--- config.mk ---
export PLATFORM = sky130hd
export DESIGN_NAME = websocket_frame_deframer
export DESIGN_NICKNAME = d
export VERILOG_FILES = /design/src/wsd_pkg.sv /design/src/websocket_frame_deframer.sv /design/src/wsd_parser.sv
export VERILOG_INCLUDE_DIRS = /design/src /design/src/src
export SDC_FILE = /design/constraint.sdc
export NUM_CORES = 1
export LEC_CHECK = 0
export ABC_AREA = 1
export ABC_CLOCK_PERIOD_IN_PS = 2600
export BUFFER_PORTS_ARGS = -buffer_cell sky130_fd_sc_hd__buf_2
export CORE_MARGIN = 2
export CORE_UTILIZATION = 40
export DETAILED_ROUTE_END_ITERATION = 10
export PLACE_DENSITY_LB_ADDON = 0.12
export SKIP_LAST_GASP = 1
export SYNTH_ARGS = -nofsm -noshare
export SYNTH_HDL_FRONTEND = slang
export SYNTH_SLANG_ARGS = --single-unit
--- constraint.sdc ---
create_clock -name clk_i -period 2.6 [get_ports clk_i]
set_clock_uncertainty 0.2 [all_clocks]
set_input_delay 0.39 -clock clk_i [delete_from_list [all_inputs] [get_ports clk_i]]
set_output_delay 0.39 -clock clk_i [all_outputs]
set_load 0.005 [all_outputs]
--- src/assert_macros.svh ---
// Assertion helpers; clk_i and rst_ni must be visible at the point of use.
`ifndef ASSERT_MACROS_SVH
`define ASSERT_MACROS_SVH

// Property holds on every clock edge out of reset.
`define WSD_ASSERT(lbl, prop) \
  lbl: assert property (@(posedge clk_i) disable iff (!rst_ni) (prop)) \
    else $error("wsd assertion failed");

// Antecedent implies consequent in the same cycle.
`define WSD_ASSERT_IMPL(lbl, ante, cons) \
  lbl: assert property (@(posedge clk_i) disable iff (!rst_ni) (ante) |-> (cons)) \
    else $error("wsd implication failed");

`endif

--- src/wsd_pkg.sv ---
package wsd_pkg;

  typedef enum logic [2:0] {
    PH_OPCODE  = 3'd0,
    PH_LENGTH  = 3'd1,
    PH_EXT     = 3'd2,
    PH_MASK    = 3'd3,
    PH_PAYLOAD = 3'd4
  } phase_e;

  typedef enum logic [1:0] {
    KIND_DATA  = 2'd0,
    KIND_EMPTY = 2'd1,
    KIND_CLOSE = 2'd2,
    KIND_ERROR = 2'd3
  } kind_e;

  localparam logic [3:0] OP_CONT   = 4'h0;
  localparam logic [3:0] OP_TEXT   = 4'h1;
  localparam logic [3:0] OP_CLOSE  = 4'h8;
  localparam logic [6:0] LEN_EXT16 = 7'd126;
  localparam logic [6:0] LEN_EXT64 = 7'd127;
  localparam logic [3:0] EXT16_CNT = 4'd2;
  localparam logic [3:0] EXT64_CNT = 4'd8;
  localparam logic [3:0] MASK_CNT  = 4'd4;

  typedef struct packed {
    logic       valid;
    kind_e      kind;
    logic [7:0] data;
    logic       last;
  } result_t;

endpackage

--- src/websocket_frame_deframer.sv ---
// Channel   Direction  Handshake          Payload
// in        sink       in_valid_i/in_stall_o   in_byte_i
// out       source     out_valid_o/out_stall_i kind_o, payload_byte_o, last_o
//
// Each byte passes the input register, then header/unmask logic into the
// result register. One byte per cycle sustained while out_stall_i is low.
// rst_ni is asynchronous; the parser starts out waiting for an opcode byte.
// An output stall holds a valid result and a full input register; in_stall_o rises
// only when the input register is full and the result register cannot drain.
module websocket_frame_deframer
  import wsd_pkg::*;
(
  input  logic       clk_i,
  input  logic       rst_ni,
  input  logic       in_valid_i,
  output logic       in_stall_o,
  input  logic [7:0] in_byte_i,
  output logic       out_valid_o,
  input  logic       out_stall_i,
  output logic [1:0] kind_o,
  output logic [7:0] payload_byte_o,
  output logic       last_o
);

  logic       in_vld_q;
  logic [7:0] in_byte_q;
  logic       out_vld_q;
  result_t    out_res_q;
  result_t    res;
  logic       out_free;
  logic       step;

  assign out_free   = !out_vld_q || !out_stall_i;
  assign in_stall_o = in_vld_q && !out_free;
  assign step       = in_vld_q && out_free;

  wsd_parser u_parser (
    .clk_i  (clk_i),
    .rst_ni (rst_ni),
    .step_i (step),
    .byte_i (in_byte_q),
    .res_o  (res)
  );

  always_ff @(posedge clk_i or negedge rst_ni) begin
    if (!rst_ni) begin
      in_vld_q  <= 1'b0;
      out_vld_q <= 1'b0;
    end else begin
      if (!in_stall_o) begin
        in_vld_q <= in_valid_i;
      end
      if (out_free) begin
        out_vld_q <= step && res.valid;
      end
    end
  end

  always_ff @(posedge clk_i) begin
    if (in_valid_i && !in_stall_o) begin
      in_byte_q <= in_byte_i;
    end
    if (step && res.valid) begin
      out_res_q <= res;
    end
  end

  assign out_valid_o    = out_vld_q;
  assign kind_o         = out_res_q.kind;
  assign payload_byte_o = out_res_q.data;
  assign last_o         = out_res_q.last;

endmodule

--- src/wsd_parser.sv ---
`include "assert_macros.svh"

module wsd_parser
  import wsd_pkg::*;
(
  input  logic       clk_i,
  input  logic       rst_ni,
  input  logic       step_i,
  input  logic [7:0] byte_i,
  output result_t    res_o
);

  phase_e      phase_q, phase_d;
  logic [3:0]  ext_cnt_q, ext_cnt_d;
  logic [63:0] len_q, len_d;      // remaining payload bytes
  logic [31:0] mkey_q, mkey_d;
  logic [1:0]  midx_q, midx_d;
  logic [7:0]  mbyte;

  assign mbyte = mkey_q[{~midx_q, 3'b000} +: 8];

  always_comb begin
    phase_d   = phase_q;
    ext_cnt_d = ext_cnt_q;
    len_d     = len_q;
    mkey_d    = mkey_q;
    midx_d    = midx_q;
    res_o     = '{valid: 1'b0, kind: KIND_DATA, data: 8'h00, last: 1'b0};
    if (step_i) begin
      case (phase_q)
        PH_LENGTH: begin
          len_d = '0;
          if (byte_i[6:0] == LEN_EXT16) begin
            ext_cnt_d = EXT16_CNT;
            phase_d   = PH_EXT;
          end else if (byte_i[6:0] == LEN_EXT64) begin
            ext_cnt_d = EXT64_CNT;
            phase_d   = PH_EXT;
          end else begin
            len_d     = {57'd0, byte_i[6:0]};
            ext_cnt_d = MASK_CNT;
            phase_d   = PH_MASK;
          end
        end
        PH_EXT: begin
          len_d     = {len_q[55:0], byte_i};
          ext_cnt_d = ext_cnt_q - 4'd1;
          if (ext_cnt_d == 4'd0) begin
            ext_cnt_d = MASK_CNT;
            phase_d   = PH_MASK;
          end
        end
        PH_MASK: begin
          mkey_d    = {mkey_q[23:0], byte_i};
          ext_cnt_d = ext_cnt_q - 4'd1;
          if (ext_cnt_d == 4'd0) begin
            midx_d = 2'd0;
            if (len_q == 64'd0) begin
              phase_d    = PH_OPCODE;
              res_o.valid = 1'b1;
              res_o.kind  = KIND_EMPTY;
            end else begin
              phase_d = PH_PAYLOAD;
            end
          end
        end
        PH_PAYLOAD: begin
          len_d       = len_q - 64'd1;
          midx_d      = midx_q + 2'd1;
          res_o.valid = 1'b1;
          res_o.kind  = KIND_DATA;
          res_o.data  = byte_i ^ mbyte;
          res_o.last  = (len_q == 64'd1);
          if (len_q == 64'd1) begin
            phase_d = PH_OPCODE;
          end
        end
        default: begin
          phase_d = PH_OPCODE;
          case (byte_i[3:0])
            OP_TEXT:  phase_d = PH_LENGTH;
            OP_CONT:  ;
            OP_CLOSE: begin
              res_o.valid = 1'b1;
              res_o.kind  = KIND_CLOSE;
            end
            default: begin
              res_o.valid = 1'b1;
              res_o.kind  = KIND_ERROR;
            end
          endcase
        end
      endcase
    end
  end

  always_ff @(posedge clk_i or negedge rst_ni) begin
    if (!rst_ni) begin
      phase_q   <= PH_OPCODE;
      ext_cnt_q <= '0;
      len_q     <= '0;
      mkey_q    <= '0;
      midx_q    <= '0;
    end else begin
      phase_q   <= phase_d;
      ext_cnt_q <= ext_cnt_d;
      len_q     <= len_d;
      mkey_q    <= mkey_d;
      midx_q    <= midx_d;
    end
  end

  `WSD_ASSERT_IMPL(a_cnt_live, (phase_q == PH_EXT) || (phase_q == PH_MASK), ext_cnt_q != 4'd0)
  `WSD_ASSERT_IMPL(a_len_live, phase_q == PH_PAYLOAD, len_q != 64'd0)
  `WSD_ASSERT(a_last_data, !res_o.last || (res_o.valid && res_o.kind == KIND_DATA))

endmodule
Word-level counts from Yosys, hierarchy flattened
Cells that the tools add are included.
Widths: inputs -> output; s select.

storage, ports and cells
  register bits = 126
  bits in latches = 0
  RAM bits = 0
  ROM bits = 0
  input port bits = 12
  output and inout bits = 13
  logic and storage cells = 75
  memories kept = 0

cells by class
  $add $sub $neg = 3
  $mul = 0
  div/mod/pow operators = 0
  order comparisons = 0
  equal/unequal tests = 12
  shift operators = 1
  multiplexer cells = 23
  bitwise operators = 2
  reductions and logical operators = 23

operator list
  cell                   count
  $pmux 64 s3            1
  $eq 64x1->1 const B    1
  $logic_not 64->1       1
  $mux 64                1
  $sub 64x1->64 const B  1
  $shiftx 32x6->8        1
  $mux 3                 7
  $eq 7x7->1 const B     2
  $mux 12                1
  $mux 4                 3
  $pmux 3 s4             1
  $pmux 4 s3             1
  $mux 9                 1
  $pmux 3 s3             1
  $logic_not 4->1        2
  $reduce_and 2->1       4
  $xor 8x8->8            1
  $mux 7                 1
  $eq 3x2->1 const B     2
  $ne 2x1->1 const B     3
  $pmux 3 s2             1
  $reduce_bool 3->1      2
  $eq 4x1->1 const B     1
  $eq 4x4->1 const B     1
  15 further kinds       23

Longest topological paths before layout
  word-level depth = 6
  gate-level depth with buffers = 12
  depth with buffers taken out = 12

Modules after synthesis
From an unflattened synthesis, not the netlist that was laid out.

second synthesis, totals
  cells, all modules = 1177
  area, all modules = 7826.3 sq um

modules (own cells, without submodules)
  module                    times used  cells an instance  area an instance (sq um)  sequential area each (sq um)
  wsd_parser                1           1143               7154.4                    2627.5
  websocket_frame_deframer  1           34                 671.9                     620.6

Worst setup path before layout
OpenSTA, ideal clock, no wires.

  kind = reg2reg
  start = reg u_parser.len_q[0]
  end = reg out_res_q, in the netlist kind_o[0] (enable)
  library setup time = 339 ps
  data arrival time = 1817 ps
  required time = 2061 ps
  setup slack = 244 ps
  stages on the path, launching flop included = 13
  path buffers = 0
  clock period less this slack = 2356 ps
  path through = dfrtp_1 > inv_1 > ha_1 > nand2_1 > nor2_2 > nand2_1 > inv_2 > nand2_1 > nor2_1 > nand3_1 > nand2_1 > nand2_1 > inv_1

on the way
  cells in the longest elaborated chain, start to end = 6

RTL lines
  item                    RTL line                        RTL
  from (decl)             wsd_parser.sv:15                logic [63:0] len_q, len_d;
  from (signal assigned)  wsd_parser.sv:107               len_q <= len_d;
  $logic_not 64->1        wsd_parser.sv:58                if (len_q == 64'd0) begin
  $mux 3                  wsd_parser.sv:58
  $mux 3                  wsd_parser.sv:56                if (ext_cnt_d == 4'd0) begin
  $pmux 3 s3              wsd_parser.sv:30                case (phase_q)
  $mux 12                 wsd_parser.sv:29                if (step_i) begin
  $logic_and 1x1->1       websocket_frame_deframer.sv:63  if (step && res.valid) begin
  to (signal assigned)    websocket_frame_deframer.sv:64  out_res_q <= res;
  to (decl)               websocket_frame_deframer.sv:28  result_t out_res_q;

No other way between the ends.
A chain may end at the register's enable or synchronous reset.

Worst setup path after layout
  start = reg u_parser.len_q[1]
  end = reg u_parser.len_q[62]

on the way
  cells in the longest elaborated chain, start to end = 2

RTL lines
  item           RTL line          RTL
  $sub 64x1->64  wsd_parser.sv:68  len_d = len_q - 64'd1;
  $pmux 64 s3    wsd_parser.sv:30

No other way between the ends.

==> impl_metrics.ini <==
[logic_synthesis]
synth_seq_cells = 126
synth_cells = 1160
syn-num-nets = 1176
synth_cell_types = 33
yosysSeqAreaShare_pct = 41.50
syn_area_per_cell_um2 = 6.748
yosysWarnings = 0
synth_area_um2 = 7828

[place]
place_inst = 1451
dpl.hpwl_mm = 18.39
gp_congestion = 0.9399
port_buffers = 24

[global_route]
grt-ovfl-total = 0
grt.total_usage_pct = 25.01
first_global_vias = 7114
antenna_found_initial = 0
grt_pass1_wl_mm = 39.24
grt_start_max_net_pins = 66

[floorplanning]
num_io_pins = 25
dieArea_um2 = 20700
start_util_pct = 40.48
dieHeight_um = 143.9
core_area_um2 = 19330
chipWidth_um = 143.9
rows = 51

[worst_setup_path]
worstPathRequired_ns = 2.75
cp-start-kind = flop
path_class = reg -> reg
critical_path.endpoint = u_parser.len_q[62]
r2r_cells = 11
r2r_slack_ns = 0.27
cp.arrival_ns = 2.49
reg2reg_from = u_parser.len_q[1]
cp_max_fo = 6
end_kind = flop
r2r-end = u_parser.len_q[62]
crit_start = u_parser.len_q[1]

[timing]
worst_pin_slew_ns = 0.5716
relSlewSlack_pct = 61.89
fmaxAchievable_ghz = 0.4287
rsz0062_at_grt = false
finalSetupViolCount = 0
finalHoldViolations = 0
finalMaxSlewViolations = 0
period_minus_slack_ns = 2.333
tns_ns = 0
finalCritPeriodShare_pct = 89.72
hold_ws_ns = 0.09765

[finish]
multi_input_area_um2 = 3926
ff_latch_area_um2 = 3248
nFillCells = 1988
fin_nets = 1231
area_growth_pct = 16.54
drive_gt1_share_pct = 10.50
fin_cells = 1493
diodes = 0

[clocking]
htree_levels = 4
clock_latency_ns = 0.43
ctsRootBufferMaster = clkbuf_16
clk_pin_slew_ns = 0.06
clkSinkCount = 126
cts_buffers = 17
cts_tree = yes
clk_path_buf_depth = 2
cts_setup_buffers = 0

[run_status]
outcome = finished, final reports clean

[power]
p_per_area_nw_per_um2 = 1188
p_leak_uw = 0.004073
ir_drop_uv = 467.6

[detailed_routing]
drt_wl_total_mm = 24.77
firstDrtPassIters = 5
drtIter0Drc = 839
avgViaCountPerCell = 5.236
drtAntennaViolNets = 0
vias = 7817
route.detailed.drc = 0
post_drt_wl_per_cell_um = 16.59

[run]
drv_cap = 0

[min_path]
min_path_type = in -> reg
## synth_stat cells (all sizes together)
library cell | instances | area (um2)
o22a | 2 | 17.52
xor2 | 2 | 17.52
o21bai | 1 | 7.510
nand4 | 2 | 12.51
o22ai | 5 | 31.28
a31o | 1 | 8.760
clkbuf | 16 | 60.06
nand3 | 100 | 500.5
o21ai | 93 | 465.4
nand2 | 280 | 1066
buf | 20 | 111.4
inv | 129 | 484.2
mux2 | 3 | 33.78
dfrtp | 107 | 2678
nor2 | 227 | 887.1
o211ai | 5 | 37.54
a22oi | 18 | 135.1
o41ai | 1 | 8.760
or2 | 1 | 6.260
edfxtp | 19 | 570.6
a21oi | 112 | 560.5
nor3 | 7 | 46.30
ha | 4 | 50.05
a31oi | 5 | 31.28
## critical path: stages, from the launching register on
cell and delay (ns):
dfrtp_1 0.40, inv_1 0.14, ha_1 0.19, buf_4 0.16
inv_2 0.06, nor2_1 0.32, nand2_1 0.18, nor2_1 0.25
nand2_1 0.09, nand2_1 0.06, nand3_1 0.06, a21oi_1 0.15
## through the flow
step / total power, uW / setup WS [ns] / util [%] / instance area (um2)
floorplan: 6818 / 0.2441 / - / 7828
global placement: 8406 / 0.1788 / 43.75 / 8458
detailed placement: 8427 / 0.2237 / 43.75 / 8458
CTS: 10800 / 0.1584 / 47.17 / 9120
global route: 11690 / 0.03704 / 47.18 / 9123
finish: 10840 / 0.2673 / 47.18 / 9123
## layer usage
layer | routed length [um] | vias up | global-route usage (%)
met1 | 12250 | 3624 | 39.07
met4 | 412 | 0 | 6.863
met2 | 10480 | 267 | 35.36
li1 | - | 3898 | -
met3 | 1626 | 28 | 4.099
met5 | 0 | - | 0
## kinds of logic (layout without fill, tap and decap cells)
family | count (synthesis) | in the layout | synth area share, %
flops | 126 | 126 | 41.50
buf+inv | 165 | 233 | 8.376
xor+xnor | 2 | 2 | 0.2238
simple gates | 617 | 617 | 32.18
fa+ha+maj | 4 | 4 | 0.6394
compound gates | 243 | 243 | 16.66
mux | 3 | 3 | 0.4316
## cell usage in the layout (no fill, tap or decap), drive strengths merged
cell type	netlist	final
or2	1	1
a31oi	5	5
dfrtp	107	107
nor3	7	7
o41ai	1	1
buf	20	62
inv	129	135
mux2	3	3
nand3	100	100
nand4	2	2
ha	4	4
dlygate4sd3	0	10
o21bai	1	1
o211ai	5	5
xor2	2	2
a22oi	18	18
nand2	280	280
clkbuf	16	18
o22a	2	2
a21oi	112	112
bufinv	0	1
edfxtp	19	19
clkinv	0	5
o22ai	5	5
o21ai	93	93
nor2	227	227
clkinvlp	0	2
a31o	1	1
## final cells by class
type	instances	share of cell area, %
sequential	126	35.61
tap	265	3.635
clock buffer	18	4.704
timing repair buffer	72	6.254
inverter	129	5.308
clock inverter	14	1.454
multi-input combinational	869	43.04
## state kept, by name (all words and copies together), names as in the netlist, 2 cells and up
name / flops
in_byte_q: 8
u_parser.midx_q: 2
u_parser.len_q: 64
u_parser.ext_cnt_q: 4
u_parser.phase_q: 3
kind_o: 2
u_parser.mkey_q: 32
payload_byte_o: 8
## worst min-delay path by stage
stage | startpoint | end | slack (ns) | cells past startpoint
floorplan | rst_ni | in_vld_q | -0.11 | 0
global placement | rst_ni | u_parser.mkey_q[6] | 0.22 | 1
detailed placement | rst_ni | u_parser.mkey_q[6] | 0.22 | 1
CTS | out_stall_i | out_valid_o | 0.07 | 3
global route | out_stall_i | out_valid_o | 0.1 | 3
finish | out_stall_i | out_valid_o | 0.1 | 3
## what timing repair did
| item | CTS | global route |
|---|---|---|
| hold buffers | 10 | 0 |
| gates resized for setup | 0 | 1 |
| endpoints found under the hold margin | 46 | 0 |
| setup endpoints to repair | 0 | 3 |
## power by group
group | total, uW | switching, uW | leakage [uW] | internal [uW]
logic | 4820 | 3160 | 0.00230 | 1660
clock network | 2330 | 996 | 0.000274 | 1330
registers | 3690 | 825 | 0.00150 | 2860
total | 10800 | 4980 | 0.00407 | 5850
Note: power is estimated with default switching activity, not from simulation.
